--- src/rtl/alf_pkg.sv ---
// Shared types and constants of the accelerometer log line framer.
`default_nettype none

package alf_pkg;

	// Bits of each axis sample that the encoder uses.
	localparam int SAMPLE_BITS = 12;
	localparam int IN_W        = 12;
	localparam int EXT_W       = 16;
	localparam int VAL_W       = SAMPLE_BITS;
	localparam int QUO_W       = 8;
	localparam int REM_W       = 7;
	localparam int AXES        = 3;

	// v / 100 as (v * 5243) >> 19, exact for values below 2**14.
	localparam int DIV_MUL   = 5243;
	localparam int DIV_MUL_W = 13;
	localparam int DIV_SHIFT = 19;
	localparam int PROD_W    = VAL_W + DIV_MUL_W;

	localparam logic [7:0] DIGIT_BIAS  = 8'd28;
	localparam logic [7:0] NEWLINE     = 8'd10;
	localparam logic [7:0] HEADER_BYTE = 8'd126;
	localparam logic [7:0] MARKER_BYTE = 8'd127;

	localparam logic [7:0] SYNC_RESET = 8'd4;

	localparam int LINE_LEN = 7;
	localparam int IDX_W    = 3;

	localparam int CMD_DEPTH = 2;
	localparam int PTR_W     = (CMD_DEPTH > 1) ? $clog2(CMD_DEPTH) : 1;
	localparam int CNT_W     = $clog2(CMD_DEPTH + 1);

	// Request codes on req_type.
	localparam logic [1:0] REQ_START  = 2'd0;
	localparam logic [1:0] REQ_SAMPLE = 2'd1;
	localparam logic [1:0] REQ_TICK   = 2'd2;

	// Command kinds passed from the front to the back.
	localparam logic [1:0] CMD_HEADER = 2'd0;
	localparam logic [1:0] CMD_SAMPLE = 2'd1;
	localparam logic [1:0] CMD_MARKER = 2'd2;
	localparam logic [1:0] CMD_STOP   = 2'd3;

	typedef struct packed {
		logic [1:0]                  kind;
		logic                        flush;
		logic [AXES-1:0][VAL_W-1:0]  val;
		logic [AXES-1:0][QUO_W-1:0]  quo;
	} alf_cmd_t;

endpackage

`default_nettype wire

--- src/rtl/alf_cmd_fifo.sv ---
// Short command queue between the classifying front and the byte emitting back.
`default_nettype none

module alf_cmd_fifo (
	input  wire logic            clk,
	input  wire logic            arst_n,
	input  wire logic            wr_en,
	input  wire alf_pkg::alf_cmd_t wr_data,
	output logic                 full,
	input  wire logic            rd_en,
	output alf_pkg::alf_cmd_t    rd_data,
	output logic                 empty
);
	import alf_pkg::*;

	alf_cmd_t            entry_q [CMD_DEPTH];
	logic [PTR_W-1:0]    wr_ptr_q;
	logic [PTR_W-1:0]    rd_ptr_q;
	logic [CNT_W-1:0]    count_q;
	logic                do_wr;
	logic                do_rd;

	assign full    = (count_q == CNT_W'(CMD_DEPTH));
	assign empty   = (count_q == '0);
	assign do_wr   = wr_en && !full;
	assign do_rd   = rd_en && !empty;
	assign rd_data = entry_q[rd_ptr_q];

	always_ff @(posedge clk) begin
		if (do_wr) begin
			entry_q[wr_ptr_q] <= wr_data;
		end
	end

	always_ff @(posedge clk or negedge arst_n) begin
		if (!arst_n) begin
			wr_ptr_q <= '0;
			rd_ptr_q <= '0;
			count_q  <= '0;
		end else begin
			if (do_wr) begin
				wr_ptr_q <= (wr_ptr_q == PTR_W'(CMD_DEPTH - 1)) ? '0 : wr_ptr_q + 1'b1;
			end
			if (do_rd) begin
				rd_ptr_q <= (rd_ptr_q == PTR_W'(CMD_DEPTH - 1)) ? '0 : rd_ptr_q + 1'b1;
			end
			if (do_wr && !do_rd) begin
				count_q <= count_q + 1'b1;
			end else if (do_rd && !do_wr) begin
				count_q <= count_q - 1'b1;
			end
		end
	end

endmodule

`default_nettype wire

--- src/rtl/alf_front.sv ---
// Front end: takes requests, keeps the recording state and queues line commands.
`default_nettype none

module alf_front (
	input  wire logic              clk,
	input  wire logic              arst_n,
	input  wire logic              accept,
	input  wire logic [1:0]        req_type,
	input  wire logic [11:0]       x_value,
	input  wire logic [11:0]       y_value,
	input  wire logic [11:0]       z_value,
	input  wire logic              card_present,
	input  wire logic              cfg_we,
	input  wire logic [7:0]        cfg_data,
	output logic                   cmd_push,
	output alf_pkg::alf_cmd_t      cmd
);
	import alf_pkg::*;

	logic        recording_q;
	logic        seen_q;
	logic [7:0]  countdown_q;
	logic [7:0]  interval_q;
	logic [7:0]  count_dec;
	logic        fault;

	logic [AXES-1:0][IN_W-1:0]   raw;
	logic [AXES-1:0][EXT_W-1:0]  ext;
	logic [AXES-1:0][VAL_W-1:0]  val;
	logic [AXES-1:0][PROD_W-1:0] prod;
	logic [AXES-1:0][QUO_W-1:0]  quo;

	assign raw[0] = x_value;
	assign raw[1] = y_value;
	assign raw[2] = z_value;

	// Each axis is masked to the sample width and divided by 100 by a reciprocal multiply.
	always_comb begin
		for (int a = 0; a < AXES; a++) begin
			ext[a]  = EXT_W'(raw[a]);
			val[a]  = ext[a][VAL_W-1:0];
			prod[a] = PROD_W'(val[a]) * PROD_W'(DIV_MUL);
			quo[a]  = QUO_W'(prod[a] >> DIV_SHIFT);
		end
	end

	assign fault     = !seen_q || !card_present;
	assign count_dec = (countdown_q != 8'd0) ? countdown_q - 8'd1 : 8'd0;

	always_comb begin
		cmd_push  = 1'b0;
		cmd.kind  = CMD_HEADER;
		cmd.flush = 1'b0;
		cmd.val   = val;
		cmd.quo   = quo;
		unique case (req_type)
			REQ_START: begin
				cmd_push = accept && !recording_q && card_present;
				cmd.kind = CMD_HEADER;
			end
			REQ_SAMPLE: begin
				cmd_push = accept && recording_q;
				cmd.kind = CMD_SAMPLE;
			end
			REQ_TICK: begin
				cmd_push  = accept && recording_q;
				cmd.kind  = fault ? CMD_STOP : CMD_MARKER;
				cmd.flush = !fault && (count_dec == 8'd0);
			end
			default: begin
				cmd_push = 1'b0;
			end
		endcase
	end

	always_ff @(posedge clk or negedge arst_n) begin
		if (!arst_n) begin
			recording_q <= 1'b0;
			seen_q      <= 1'b0;
			countdown_q <= 8'd0;
			interval_q  <= SYNC_RESET;
		end else begin
			if (cfg_we) begin
				interval_q <= cfg_data;
			end
			if (cmd_push) begin
				unique case (cmd.kind)
					CMD_HEADER: begin
						countdown_q <= interval_q;
						recording_q <= 1'b1;
					end
					CMD_SAMPLE: begin
						seen_q <= 1'b1;
					end
					CMD_MARKER: begin
						seen_q      <= 1'b0;
						countdown_q <= cmd.flush ? interval_q : count_dec;
					end
					CMD_STOP: begin
						recording_q <= 1'b0;
					end
					default: begin
						recording_q <= recording_q;
					end
				endcase
			end
		end
	end

endmodule

`default_nettype wire

--- src/rtl/alf_back.sv ---
// Back end: walks the queued command byte by byte into the result register.
`default_nettype none

module alf_back (
	input  wire logic              clk,
	input  wire logic              arst_n,
	input  wire alf_pkg::alf_cmd_t cmd,
	input  wire logic              cmd_empty,
	output logic                   cmd_pop,
	input  wire logic              pop,
	output logic                   empty,
	output logic [7:0]             out_byte,
	output logic                   byte_valid,
	output logic                   last,
	output logic                   flush_point,
	output logic                   stopped
);
	import alf_pkg::*;

	logic [IDX_W-1:0]  idx_q;
	logic              out_vld_q;
	logic [7:0]        byte_q;
	logic              bvalid_q;
	logic              last_q;
	logic              flush_q;
	logic              stop_q;

	logic              advance;
	logic [VAL_W-1:0]  sel_val;
	logic [QUO_W-1:0]  sel_quo;
	logic [VAL_W-1:0]  rem_full;
	logic [REM_W-1:0]  rem;
	logic [7:0]        nxt_byte;
	logic              nxt_bvalid;
	logic              nxt_last;
	logic              nxt_flush;
	logic              nxt_stop;
	logic              at_newline;

	assign empty       = !out_vld_q;
	assign out_byte    = byte_q;
	assign byte_valid  = bvalid_q;
	assign last        = last_q;
	assign flush_point = flush_q;
	assign stopped     = stop_q;

	assign advance    = !cmd_empty && (!out_vld_q || pop);
	assign at_newline = (idx_q == IDX_W'(LINE_LEN - 1));

	// Pairs of byte slots belong to one axis: quotient first, then remainder.
	always_comb begin
		case (idx_q[IDX_W-1:1])
			2'd0: begin
				sel_val = cmd.val[0];
				sel_quo = cmd.quo[0];
			end
			2'd1: begin
				sel_val = cmd.val[1];
				sel_quo = cmd.quo[1];
			end
			default: begin
				sel_val = cmd.val[2];
				sel_quo = cmd.quo[2];
			end
		endcase
		rem_full = sel_val - (VAL_W'(sel_quo) * VAL_W'(7'd100));
		rem      = rem_full[REM_W-1:0];
	end

	always_comb begin
		nxt_byte   = NEWLINE;
		nxt_bvalid = 1'b1;
		nxt_last   = at_newline;
		nxt_flush  = 1'b0;
		nxt_stop   = 1'b0;
		unique case (cmd.kind)
			CMD_HEADER: begin
				nxt_byte = at_newline ? NEWLINE : HEADER_BYTE;
			end
			CMD_MARKER: begin
				nxt_byte  = at_newline ? NEWLINE : MARKER_BYTE;
				nxt_flush = at_newline && cmd.flush;
			end
			CMD_SAMPLE: begin
				if (at_newline) begin
					nxt_byte = NEWLINE;
				end else if (idx_q[0]) begin
					nxt_byte = 8'(rem) + DIGIT_BIAS;
				end else begin
					nxt_byte = sel_quo + DIGIT_BIAS;
				end
			end
			CMD_STOP: begin
				nxt_byte   = 8'd0;
				nxt_bvalid = 1'b0;
				nxt_last   = 1'b1;
				nxt_stop   = 1'b1;
			end
			default: begin
				nxt_byte = NEWLINE;
			end
		endcase
	end

	assign cmd_pop = advance && nxt_last;

	always_ff @(posedge clk) begin
		if (advance) begin
			byte_q   <= nxt_byte;
			bvalid_q <= nxt_bvalid;
			last_q   <= nxt_last;
			flush_q  <= nxt_flush;
			stop_q   <= nxt_stop;
		end
	end

	always_ff @(posedge clk or negedge arst_n) begin
		if (!arst_n) begin
			idx_q     <= '0;
			out_vld_q <= 1'b0;
		end else begin
			if (advance) begin
				out_vld_q <= 1'b1;
				idx_q     <= nxt_last ? '0 : idx_q + 1'b1;
			end else if (pop) begin
				out_vld_q <= 1'b0;
			end
		end
	end

endmodule

`default_nettype wire

--- src/rtl/accel_log_line_framer.sv ---
// Top level of the accelerometer log line framer.
//
//   channel   | handshake                 | payload
//   ----------+---------------------------+---------------------------------------------
//   request   | push / full               | req_type, x_value, y_value, z_value,
//             |                           | card_present
//   result    | pop / empty               | out_byte, byte_valid, last, flush_point,
//             |                           | stopped
//   config    | cfg_valid / cfg_ready     | cfg_data (sync_interval)
//
// A header, sample or marker item produces seven results, one per cycle while the
// result side keeps popping, through the single byte-wide result register. A stop
// item produces a single result. The front classifies an item in the cycle it is
// accepted and queues it in a two-entry command queue; the back then moves each result
// into the result register. Reset is asynchronous and clears all control state. A stalled
// result side fills the queue, then raises full; cfg_ready is always high.
`default_nettype none

module accel_log_line_framer (
	input  wire logic        clk,
	input  wire logic        arst_n,
	input  wire logic        push,
	output logic             full,
	input  wire logic [1:0]  req_type,
	input  wire logic [11:0] x_value,
	input  wire logic [11:0] y_value,
	input  wire logic [11:0] z_value,
	input  wire logic        card_present,
	input  wire logic        pop,
	output logic             empty,
	output logic [7:0]       out_byte,
	output logic             byte_valid,
	output logic             last,
	output logic             flush_point,
	output logic             stopped,
	input  wire logic        cfg_valid,
	output logic             cfg_ready,
	input  wire logic [7:0]  cfg_data
);
	import alf_pkg::*;

	alf_cmd_t  push_cmd;
	alf_cmd_t  head_cmd;
	logic      cmd_push;
	logic      cmd_pop;
	logic      cmd_full;
	logic      cmd_empty;
	logic      accept;

	assign cfg_ready = 1'b1;
	assign full      = cmd_full;
	assign accept    = push && !cmd_full;

	alf_front u_front (
		.clk          (clk),
		.arst_n       (arst_n),
		.accept       (accept),
		.req_type     (req_type),
		.x_value      (x_value),
		.y_value      (y_value),
		.z_value      (z_value),
		.card_present (card_present),
		.cfg_we       (cfg_valid && cfg_ready),
		.cfg_data     (cfg_data),
		.cmd_push     (cmd_push),
		.cmd          (push_cmd)
	);

	alf_cmd_fifo u_cmd_fifo (
		.clk     (clk),
		.arst_n  (arst_n),
		.wr_en   (cmd_push),
		.wr_data (push_cmd),
		.full    (cmd_full),
		.rd_en   (cmd_pop),
		.rd_data (head_cmd),
		.empty   (cmd_empty)
	);

	alf_back u_back (
		.clk         (clk),
		.arst_n      (arst_n),
		.cmd         (head_cmd),
		.cmd_empty   (cmd_empty),
		.cmd_pop     (cmd_pop),
		.pop         (pop),
		.empty       (empty),
		.out_byte    (out_byte),
		.byte_valid  (byte_valid),
		.last        (last),
		.flush_point (flush_point),
		.stopped     (stopped)
	);

endmodule

`default_nettype wire

--- config.mk ---
export PLATFORM = sky130hd
export DESIGN_NAME = accel_log_line_framer
export DESIGN_NICKNAME = d
export VERILOG_FILES = /design/src/rtl/alf_pkg.sv /design/src/rtl/alf_cmd_fifo.sv /design/src/rtl/alf_front.sv /design/src/rtl/alf_back.sv /design/src/rtl/accel_log_line_framer.sv
export SDC_FILE = /design/constraint.sdc
export NUM_CORES = 1
export LEC_CHECK = 0
export ABC_AREA = 0
export CAP_MARGIN = 15
export CORE_MARGIN = 3
export CORE_UTILIZATION = 55
export CTS_BUF_LIST = sky130_fd_sc_hd__clkbuf_4 sky130_fd_sc_hd__clkbuf_8
export DETAILED_ROUTE_END_ITERATION = 6
export DONT_BUFFER_PORTS = 1
export PLACE_DENSITY = 0.79
export SYNTH_ARGS = -nofsm -noshare
export SYNTH_HDL_FRONTEND = slang
export SYNTH_SLANG_ARGS = --single-unit
--- constraint.sdc ---
create_clock -name clk -period 12.1 [get_ports clk]
set_clock_uncertainty 0.2 [all_clocks]
set_input_delay 2.42 -clock clk [delete_from_list [all_inputs] [get_ports clk]]
set_output_delay 2.42 -clock clk [all_outputs]
set_load 0.02 [all_outputs]
# Word level (Yosys, flattened, before mapping)

Memory sizes are Yosys's and may differ from the RTL's.
Cells that the tools add are included.

Register bits: 38
Bits in writable memories: 114
Logic and storage cells: 106
Memories: 1

Memories:

| name               | depth | bits a word | read ports | clocked after Yosys merged registers in | write ports | RTL line           | text |
|---|---|---|---|---|---|---|---|
| u_cmd_fifo.entry_q | 2     | 57          | 1          | 0                                       | 1           | alf_cmd_fifo.sv:16 | `alf_cmd_t entry_q [CMD_DEPTH];` |

$add $sub $neg: 9
Multiply operators: 4
Equality and inequality tests: 11
Mux-type cells: 28
Reductions and logical operators: 39

Operators by type and width:

| cell                                                                  | count |
|---|---|
| 12-bit by 13-bit multiplier with 25-bit output, second input constant | 3 |
| 8-bit 2-to-1 mux                                                      | 4 |
| 8-bit one-hot mux with 2 select lines                                 | 2 |
| 8-bit one-hot mux with 4 select lines                                 | 1 |
| 7-bit 2-to-1 mux                                                      | 2 |
| 7-bit one-hot mux with 2 select lines                                 | 1 |
| 2-bit equality test, second input constant                            | 6 |
| 1-bit logical AND                                                     | 12 |
| 1-bit 2-to-1 mux                                                      | 11 |
| 2-bit logical NOT                                                     | 5 |
| 2-bit nonzero test                                                    | 5 |
| 1-bit logical NOT                                                     | 9 |
| 7-bit by 5-bit adder with 8-bit output, second input constant         | 1 |
| 8-bit by 5-bit adder with 8-bit output, second input constant         | 1 |
| 2-bit by 1-bit equality test with 1-bit output, second input constant | 4 |
| 8-bit logical NOT                                                     | 1 |
| 8-bit by 5-bit multiplier with 5-bit output, second input constant    | 1 |
| 8-bit nonzero test                                                    | 1 |
| 8-bit by 1-bit subtractor with 8-bit output, second input constant    | 1 |
| 7-bit subtractor                                                      | 1 |
| 1-bit one-hot mux with 2 select lines                                 | 3 |
| 2-bit AND reduction                                                   | 3 |
| 2-bit 2-to-1 mux                                                      | 2 |
| 2-bit one-hot mux with 2 select lines                                 | 1 |
| other kinds (8)                                                       | 10 |

# Logic depth before layout (Yosys ltp)

Gate-level depths: netlist of the first run.

Word-level depth: 11
Mapped depth: 19
Depth with buffers taken out: 19

# By module

From an unflattened synthesis of the first run, not the netlist that was laid out.

Cells, all modules: 1362
Area total of the unflattened synthesis: 15766.4 um^2

Modules (own cells, without submodules):

| module                | instances | cells an instance | area an instance (um^2) |
|---|---|---|---|
| alf_front             | 1         | 979               | 9223.8 |
| alf_cmd_fifo          | 1         | 215               | 5042.3 |
| alf_back              | 1         | 165               | 1475.2 |
| accel_log_line_framer | 1         | 3                 | 25.0 |

# Worst setup path before layout of the first run

Ideal clock, no wire load.

Path kind: input port to flip-flop
From: in x_value[9]
To: mem u_cmd_fifo.entry_q[0][5] (netlist name), data pin
Setup time: 266 ps
Arrival: 6492 ps
Required time: 11634 ps
Slack: 5142 ps
Stages: 16
Buffers on the path: 0
Cells stage by stage: fa_1 xor2_1 ha_1 fa_1 fa_1 inv_1 fa_1 inv_1 ha_1 a21o_1 a21o_1 a21oi_1 o311ai_1 a31oi_1 o21bai_1 xor2_1

RTL lines:

| element            | RTL line                    | text |
|---|---|---|
| start: declaration | accel_log_line_framer.sv:25 | `input wire logic [11:0] x_value,` |
| end: declaration   | alf_cmd_fifo.sv:16          |  |

==> results.json, run 1 <==
{
  "fp.dieW_um": 162,
  "start_util": 0.565,
  "syn_inst": 1228,
  "syn_to_final_growth_pct": 5.37,
  "hold_class": "reg2reg",
  "vias": 8445,
  "ys.flop_type": "edfxtp_1",
  "fmax_mhz": 147,
  "ctsHoldBuffers": 0,
  "tightestPinTransition_ns": 1.04,
  "drt_iter0_drc": 470,
  "synth_commonest_cells": "323 x inv_1, 264 x ha_1, 133 x fa_1",
  "yosysMostFrequentCell": "inv_1",
  "worst-setup-path-type": "in2reg",
  "clk_latency_ns": 0.43,
  "cap_violations": 0,
  "core_area_mm2": 0.0237,
  "numCtsBuffers": 17,
  "power.density_mw_per_mm2": 205,
  "cp_slowest_cell": "fa_1",
  "routed_wl_mm": 25.5,
  "cts_setup_buffers": 0,
  "crit_path_end": "u_cmd_fifo.entry_q[1][10]",
  "route.antenna.remaining_nets": 0,
  "end_kind": "flop",
  "r2r_end": "u_back.out_byte[6]",
  "setup_violations": 0,
  "rows": 56,
  "rsz0062_at_grt": "no",
  "r2r_cells": 14,
  "arrival_ns": 6.82,
  "timing.final.ws_setup_ns": 5.29,
  "crit_start": "y_value[5]",
  "synth-edff-count": 96,
  "viasPerCell": 5.39,
  "min_period_over_period": 0.563,
  "grt_pass1_vias": 9036,
  "yosys_warnings": 0,
  "leakage_nw": 7.00,
  "synth_area_mm2": 0.0134,
  "grt_max_degree": 43,
  "cp_cell_sequence": "inv_1, fa_1, inv_1, fa_1, ha_1, inv_1, fa_1, fa_1, inv_1, ha_1, a211oi_1, o21bai_1, a21oi_1, a211oi_1, nor2_1, a21oi_1, o311ai_1",
  "start_kind": "primary input",
  "preCtsSetupSlack_ns": 4.91,
  "drive_gt1_frac": 0.0537,
  "synth-seq-cells": 122,
  "cts_resized": 0,
  "crit_required_ns": 12.11,
  "grt_pass1_wl_mm": 43.5,
  "slew_headroom": 0.309,
  "die_area_mm2": 0.0262,
  "yosysSeqAreaShare": 0.264,
  "cts_root_buffer": "clkbuf_8",
  "tritoncts": "built",
  "clock-sinks": 122,
  "critPathMaxFanout": 5,
  "setup_tns_ns": 0,
  "synthDistinctLibCells": 70,
  "status": "completed",
  "rr_startpoint": "u_back.idx_q[2]",
  "overflow": 0,
  "synth_fp_nets": 1677,
  "ir_drop_v": 0.000123,
  "finalHoldViolations": 0,
  "antennaDiodeCount": 0,
  "clockBufferDepth": 2,
  "antenna_found_initial": 0,
  "slowest_delay_ns": 0.55,
  "nNetsFinal": 1684,
  "clk_pin_slew_ns": 0.07,
  "die_y_um": 162,
  "maxSlewViolCount": 0,
  "dr.pass1.iters": 5,
  "avgSynthCellArea_um2": 10.9,
  "drc": 0,
  "reg2reg_slack_ns": 8.13,
  "htreeDepth": 4,
  "fin_crit_ns": 6.81,
  "drt-wirelength-per-cell_um": 16.3,
  "gp_routability_congestion": 0.885,
  "synth_area_leaders": "ha_1 25%, edfxtp_1 22%, fa_1 20%",
  "synth_top_area_cell": "ha_1",
  "synth_top_area_frac": 0.247,
  "fin_hold_ws_ns": 0.309,
  "synthArstFlopShare": 0.213,
  "grt_util_all_layers": 0.207,
  "port_buffers": 0,
  "hold_depth": 1,
  "hpwl_mm": 21.4,
  "io_pins": 67
}
-- sequential cells by signal, summed over array words and instances (netlist names), 2 cells and up --
| signal | flops |
|---|---|
| u_cmd_fifo.count_q | 2 |
| u_cmd_fifo.entry_q | 84 |
| u_back.out_byte | 8 |
| u_front.interval_q | 8 |
| u_back.idx_q | 3 |
| u_front.countdown_q | 8 |
-- worst min-delay path by stage --
stage,start,end
after CTS,u_cmd_fifo.count_q[1],u_cmd_fifo.count_q[1]
after detailed placement,u_front.interval_q[7],u_front.interval_q[7]
after global routing,u_cmd_fifo.count_q[1],u_cmd_fifo.count_q[1]
after floorplan,u_cmd_fifo.wr_ptr_q,u_cmd_fifo.wr_ptr_q
after global placement,u_cmd_fifo.count_q[1],u_cmd_fifo.count_q[1]
final,u_front.interval_q[5],u_front.interval_q[5]
-- cells in the final DEF (no fill, tap or decap), types with 19 or more instances in the layout --
master    count
ha_1        264
inv_1       323
edfxtp_1     96
nand2_1      30
xnor2_1      21
clkbuf_8     19
dfrtp_1      25
o21ai_1      25
nor2_1       42
fa_1        133
a21oi_1      49
-- metal layers --
| layer | up-vias | track usage | part of all wire |
|---|---|---|---|
| met5 | - | 0 | 0 |
| met4 | 0 | 0.0438 | 0.011 |
| met3 | 28 | 0.0362 | 0.046 |
| met2 | 186 | 0.354 | 0.50 |
| met1 | 4149 | 0.278 | 0.45 |
| li1 | 4082 | - | - |
-- report_power, final --
part           leakage (nW)  internal (mW)  switching, mW
Combinational          5.62          0.837           1.04
Clock                 0.190          0.183          0.150
Sequential             1.19          0.591         0.0871
-- per-stage QoR --
step,utilization,area (µm²),total power [mW],instances
after floorplan,-,13400,2.14,1228
after global placement,0.580,13700,2.48,1535
after detailed placement,0.580,13700,2.56,1535
after CTS,0.596,14100,2.91,1567
after global routing,0.596,14100,3.21,1567
final,0.596,14100,2.88,1567
-- layout make-up --
class                      count  area (µm²)
clock buffer                  24         299
fill                        1911        9580
inverter                     324        1220
sequential                   122        3530
clock inverter                 8        72.6
multi-input combinational    767        8560
tap                          319         399
timing repair buffer           3        22.5
-- critical path: cells and delay by family --
family,cells,cell delay (ns)
AO/OA/AOI/OAI,6,1.24
adder cells (fa/ha/maj),6,2.56
buffers and inverters,4,0.34
AND/OR/NAND/NOR,1,0.27
-- logic make-up after synthesis --
kind of cell / count (synthesis) / share of synthesized area
multiplexers: 45 / 0.0462
flip-flops: 122 / 0.264
other: 1 / 0.000280
XOR/XNOR: 38 / 0.0259
AND/OR/NAND/NOR: 133 / 0.0500
buffers and inverters: 339 / 0.0970
AO/OA/AOI/OAI: 153 / 0.0709
adder cells (fa/ha/maj): 397 / 0.446
Power figures use the tool's default switching activity.
==> run 2: changes to the inputs <==
--- a/config.mk
+++ b/config.mk
@@ -12,7 +12,7 @@
 export CTS_BUF_LIST = sky130_fd_sc_hd__clkbuf_4 sky130_fd_sc_hd__clkbuf_8
 export DETAILED_ROUTE_END_ITERATION = 6
 export DONT_BUFFER_PORTS = 1
-export PLACE_DENSITY = 0.79
+export PLACE_DENSITY = 0.82
 export SYNTH_ARGS = -nofsm -noshare
 export SYNTH_HDL_FRONTEND = slang
 export SYNTH_SLANG_ARGS = --single-unit
==> constraint.sdc (replaced) <==
create_clock -name clk -period 6.1 [get_ports clk]
set_clock_uncertainty 0.2 [all_clocks]
set_input_delay 1.22 -clock clk [delete_from_list [all_inputs] [get_ports clk]]
set_output_delay 1.22 -clock clk [all_outputs]
set_load 0.02 [all_outputs]
==> results.json, run 2 (same netlist as run 1, synthesis figures left out) <==
{
  "end_kind": "flop",
  "drt_iter0_drc": 600,
  "rows": 56,
  "antennaDiodeCount": 0,
  "timing.final.ws_setup_ns": 0.417,
  "critPathTopFamily": "adder cells",
  "clk_latency_ns": 0.44,
  "drt-wirelength-per-cell_um": 16.4,
  "most-common-layout-cells": "323 x inv_1, 264 x ha_1, 133 x fa_1",
  "dp_cells": 1537,
  "cap_violations": 0,
  "grt_util_all_layers": 0.210,
  "critPathMaxFanout": 5,
  "fmax_mhz": 176,
  "grt_max_degree": 43,
  "clock_power_share": 0.124,
  "r2r_cells": 16,
  "fin_crit_ns": 5.68,
  "drc": 0,
  "final_util": 0.598,
  "ctsHoldBuffers": 0,
  "finalHoldViolations": 0,
  "die_area_mm2": 0.0262,
  "combPwrFrac": 0.645,
  "routed_wl_mm": 25.7,
  "arrival_ns": 5.70,
  "slowest_delay_ns": 0.54,
  "power.density_mw_per_mm2": 414,
  "fp.dieW_um": 162,
  "final_common_cell": "inv_1",
  "cts_root_buffer": "clkbuf_8",
  "path_buf_inv": 4,
  "hold_class": "in2async",
  "overflow": 0,
  "route.antenna.remaining_nets": 0,
  "min_period_over_period": 0.932,
  "p_sw_frac": 0.444,
  "ir_drop_v": 0.000321,
  "crit_required_ns": 6.11,
  "dr.pass1.iters": 5,
  "rsz0062_at_grt": "no",
  "viasPerCell": 5.46,
  "clk_pin_slew_ns": 0.08,
  "r2r_end": "u_back.out_byte[6]",
  "start_kind": "primary input",
  "hpwl_mm": 21.4,
  "switching_power_mw": 2.60,
  "rr_startpoint": "u_back.idx_q[1]",
  "numCtsBuffers": 17,
  "regMostFlops": "u_cmd_fifo.entry_q",
  "clockBufferDepth": 2,
  "start_util": 0.565,
  "grt_pass1_vias": 9231,
  "nNetsFinal": 1686,
  "slew_headroom": 0.326,
  "setup_violations": 0,
  "syn_to_final_growth_pct": 5.71,
  "stdcell_count": 1569,
  "port_buffers": 0,
  "largest_register_ffs": 84,
  "io_pins": 67,
  "crit_cells": 17,
  "worst-setup-path-type": "in2reg",
  "gp_routability_congestion": 0.907,
  "grt_pass1_wl_mm": 44.3,
  "cts_resized": 0,
  "cts_setup_buffers": 0,
  "antenna_found_initial": 0,
  "cp_slowest_cell": "fa_1",
  "tritoncts": "built",
  "maxSlewViolCount": 0,
  "preCtsSetupSlack_ns": 0.0431,
  "cp_cell_sequence": "inv_1, fa_1, inv_1, fa_1, ha_1, inv_1, fa_1, fa_1, inv_1, ha_1, a211oi_1, o21bai_1, a21oi_1, a211oi_1, nor2_1, a21oi_1, o311ai_1",
  "leakage_nw": 7.02,
  "core_area_mm2": 0.0237,
  "seq_power_share": 0.231,
  "nFillCells": 1849,
  "setup_tns_ns": 0,
  "reg2reg_slack_ns": 1.99,
  "vias": 8574,
  "p_int_mw": 3.25,
  "status": "completed",
  "htreeDepth": 4,
  "tightestPinTransition_ns": 1.01,
  "drive_gt1_frac": 0.0528,
  "die_y_um": 162,
  "clock-sinks": 122
}
[run 2: cell types whose count changed in the layout (fill, tap and decap cells not counted)]
| cell | change |
|---|---|
| buf_4 | +2 |
| clkinv_2 | -2 |
| clkinvlp_4 | -1 |
| bufinv_16 | +2 |
| clkinv_4 | +3 |
| clkbuf_8 | -2 |
| clkbuf_4 | -3 |
| clkinv_1 | +3 |
[run 2: through the flow]
step | area (µm²) | hold slack, ns | power [mW]
after floorplan | 13400 | 0.255 | 4.24
after global placement | 13700 | 0.286 | 4.90
after detailed placement | 13700 | 0.297 | 5.11
after CTS | 14200 | 0.240 | 5.87
after global routing | 14200 | 0.228 | 6.50
final | 14200 | 0.266 | 5.86
[run 2: power groups by stage]
stage	Sequential (mW)	Combinational, mW	Clock [mW]
2_1_floorplan	1.30	2.94	0
3_3_place_gp	1.36	3.54	0
3_5_place_dp	1.37	3.74	0
4_1_cts	1.36	3.78	0.735
5_1_grt	1.38	4.35	0.774
6_report	1.35	3.78	0.725
[run 2: worst max path at each step]
stage,end,slack [ns],startpoint
final,u_cmd_fifo.entry_q[0][10],0.42,y_value[5]
after detailed placement,u_cmd_fifo.entry_q[0][10],0.04,y_value[5]
after global routing,u_cmd_fifo.entry_q[1][10],0.25,y_value[5]
after CTS,u_cmd_fifo.entry_q[0][10],0.52,y_value[5]
after floorplan,u_cmd_fifo.entry_q[0][5],0.34,x_value[9]
after global placement,u_cmd_fifo.entry_q[0][5],0.16,x_value[9]
[run 2: cell type report]
cell class | instances | area, µm² | area share
Sequential cell | 122 | 3530 | 0.250
Multi-Input combinational cell | 767 | 8560 | 0.605
Inverter | 324 | 1220 | 0.0859
Clock inverter | 13 | 153 | 0.0108
Timing Repair Buffer | 5 | 37.5 | 0.00265
Tap cell | 319 | 399 | 0.0282
Clock buffer | 19 | 249 | 0.0176
[run 2: metal layers]
layer	vias up	track usage	share of wire
met5	-	0	0
met4	0	0.0454	0.013
met3	36	0.0342	0.052
met2	225	0.371	0.51
met1	4230	0.274	0.43
li1	4083	-	-
==> run 3: changes to the inputs <==
--- a/config.mk
+++ b/config.mk
@@ -7,12 +7,15 @@
 export LEC_CHECK = 0
 export ABC_AREA = 0
 export CAP_MARGIN = 15
+export CELL_PAD_IN_SITES_DETAIL_PLACEMENT = 1
+export CELL_PAD_IN_SITES_GLOBAL_PLACEMENT = 1
 export CORE_MARGIN = 3
-export CORE_UTILIZATION = 55
+export CORE_UTILIZATION = 49
 export CTS_BUF_LIST = sky130_fd_sc_hd__clkbuf_4 sky130_fd_sc_hd__clkbuf_8
 export DETAILED_ROUTE_END_ITERATION = 6
 export DONT_BUFFER_PORTS = 1
-export PLACE_DENSITY = 0.82
+export GPL_ROUTABILITY_DRIVEN = 1
+export PLACE_DENSITY = 0.89
 export SYNTH_ARGS = -nofsm -noshare
 export SYNTH_HDL_FRONTEND = slang
 export SYNTH_SLANG_ARGS = --single-unit
==> results.json, run 3 (same netlist as run 1, synthesis figures left out) <==
{
  "viasPerCell": 5.67,
  "start_kind": "primary input",
  "r2r_end": "u_back.out_byte[6]",
  "crit_required_ns": 6.05,
  "final_area_mm2": 0.0142,
  "io_pins": 67,
  "setup_violations": 0,
  "clockBufferDepth": 2,
  "grt_max_degree": 43,
  "regMostFlops": "u_cmd_fifo.entry_q",
  "setup_tns_ns": 0,
  "core_area_mm2": 0.0264,
  "gp_routability_congestion": 0.846,
  "clk_latency_ns": 0.45,
  "worst-setup-path-type": "in2reg",
  "fin_crit_ns": 5.88,
  "arrival_ns": 5.83,
  "leakage_nw": 7.02,
  "rsz0062_at_grt": "no",
  "fmax_mhz": 170,
  "multi_input_area_mm2": 0.00857,
  "die_y_um": 171,
  "rr_startpoint": "u_cmd_fifo.rd_ptr_q",
  "seqCellArea_mm2": 0.00353,
  "cts_root_buffer": "clkbuf_8",
  "hpwl_mm": 28.7,
  "min_period_over_period": 0.964,
  "port_buffers": 0,
  "r2r_cells": 11,
  "hold_class": "in2async",
  "drt_iter0_drc": 437,
  "cap_violations": 0,
  "critPathMaxFanout": 6,
  "nFillCells": 2810,
  "ctsHoldBuffers": 0,
  "dp_cells": 1552,
  "preCtsSetupSlack_ns": -0.191,
  "crit_path_end": "u_cmd_fifo.entry_q[1][11]",
  "largest_register_ffs": 84,
  "final_common_cell": "inv_1",
  "vias": 8984,
  "routed_wl_mm": 33.8,
  "finalHoldViolations": 0,
  "drt-wirelength-per-cell_um": 21.3,
  "tritoncts": "built",
  "antenna_found_initial": 1,
  "ir_drop_v": 0.000257,
  "maxSlewViolCount": 0,
  "fin_hold_ws_ns": 0.268,
  "most-common-layout-cells": "323 x inv_1, 264 x ha_1, 133 x fa_1",
  "slew_headroom": 0.260,
  "die_area_mm2": 0.0293,
  "crit_start": "y_value[9]",
  "end_kind": "flop",
  "cts_setup_buffers": 0,
  "grt_pass1_wl_mm": 54.7,
  "power.density_mw_per_mm2": 440,
  "fp.dieW_um": 171,
  "status": "completed",
  "placed_cell_area_mm2": 0.0138,
  "dr.pass1.iters": 4,
  "overflow": 0,
  "reg2reg_slack_ns": 1.93,
  "stdcell_count": 1584,
  "numCtsBuffers": 17,
  "clock-sinks": 122,
  "route.antenna.remaining_nets": 0,
  "start_util": 0.507,
  "rows": 59,
  "grt_util_all_layers": 0.241,
  "htreeDepth": 4,
  "antennaDiodeCount": 0,
  "nNetsFinal": 1685,
  "clk_pin_slew_ns": 0.07,
  "tightestPinTransition_ns": 1.11,
  "drive_gt1_frac": 0.0536,
  "grt_pass1_vias": 10500,
  "timing.final.ws_setup_ns": 0.220,
  "syn_to_final_growth_pct": 5.84,
  "drc": 0
}
run 3: cell types whose count changed in the layout (fill, tap and decap cells not counted), sizes merged:
cell and change:
clkinv -2, clkbuf +4, buf -1, bufinv -1, clkinvlp -1
run 3: worst min path at each step:
stage,from,end,slack [ns],depth (start not counted)
2_1_floorplan,u_cmd_fifo.wr_ptr_q,u_cmd_fifo.wr_ptr_q,0.26,1
3_3_place_gp,u_cmd_fifo.count_q[1],u_cmd_fifo.count_q[1],0.29,1
3_5_place_dp,u_cmd_fifo.count_q[1],u_cmd_fifo.count_q[1],0.30,1
4_1_cts,arst_n,u_back.idx_q[2],0.24,0
5_1_grt,arst_n,u_cmd_fifo.rd_ptr_q,0.23,0
6_report,arst_n,u_front.interval_q[0],0.27,0
run 3: layout make-up:
cell class,instances,share of cell area
Tap cell,335,0.0296
Inverter,324,0.0858
Sequential cell,122,0.249
Clock buffer,23,0.0215
Clock inverter,9,0.00671
Timing Repair Buffer,4,0.00212
Multi-Input combinational cell,767,0.605
run 3: routing by layer:
| layer | up-vias | GRT usage | wire [µm] |
|---|---|---|---|
| met1 | 4552 | 0.281 | 13400 |
| met4 | 2 | 0.0798 | 1080 |
| met2 | 251 | 0.441 | 17600 |
| met5 | - | 0 | 7 |
| li1 | 4084 | - | - |
| met3 | 95 | 0.0545 | 1610 |
run 3: timing repair:
action,CTS,global route
gates resized for setup,0,1
setup endpoints to repair,0,2
hold endpoints to repair,0,0
run 3: power by group:
| part | leakage [nW] | switching [mW] | total [mW] | internal [mW] |
|---|---|---|---|---|
| combinational | 5.63 | 2.41 | 4.15 | 1.74 |
| clock | 0.207 | 0.329 | 0.739 | 0.410 |
| sequential | 1.19 | 0.179 | 1.35 | 1.17 |
run 3: metrics by stage:
step / power [mW] / util
floorplan: 4.24 / -
global placement: 4.96 / 0.521
detailed placement: 5.44 / 0.521
CTS: 6.24 / 0.536
global route: 6.84 / 0.536
finish: 6.24 / 0.536
run 3: worst max-delay path, stage by stage:
cell and delay [ns]:
fa_1 0.61, xor2_1 0.21, ha_1 0.29, fa_1 0.56, fa_1 0.61, inv_1 0.08, fa_1 0.54, inv_1 0.05
ha_1 0.29, nand3_1 0.15, a211oi_1 0.51, nor2_1 0.21, a21oi_1 0.31, o211ai_1 0.21
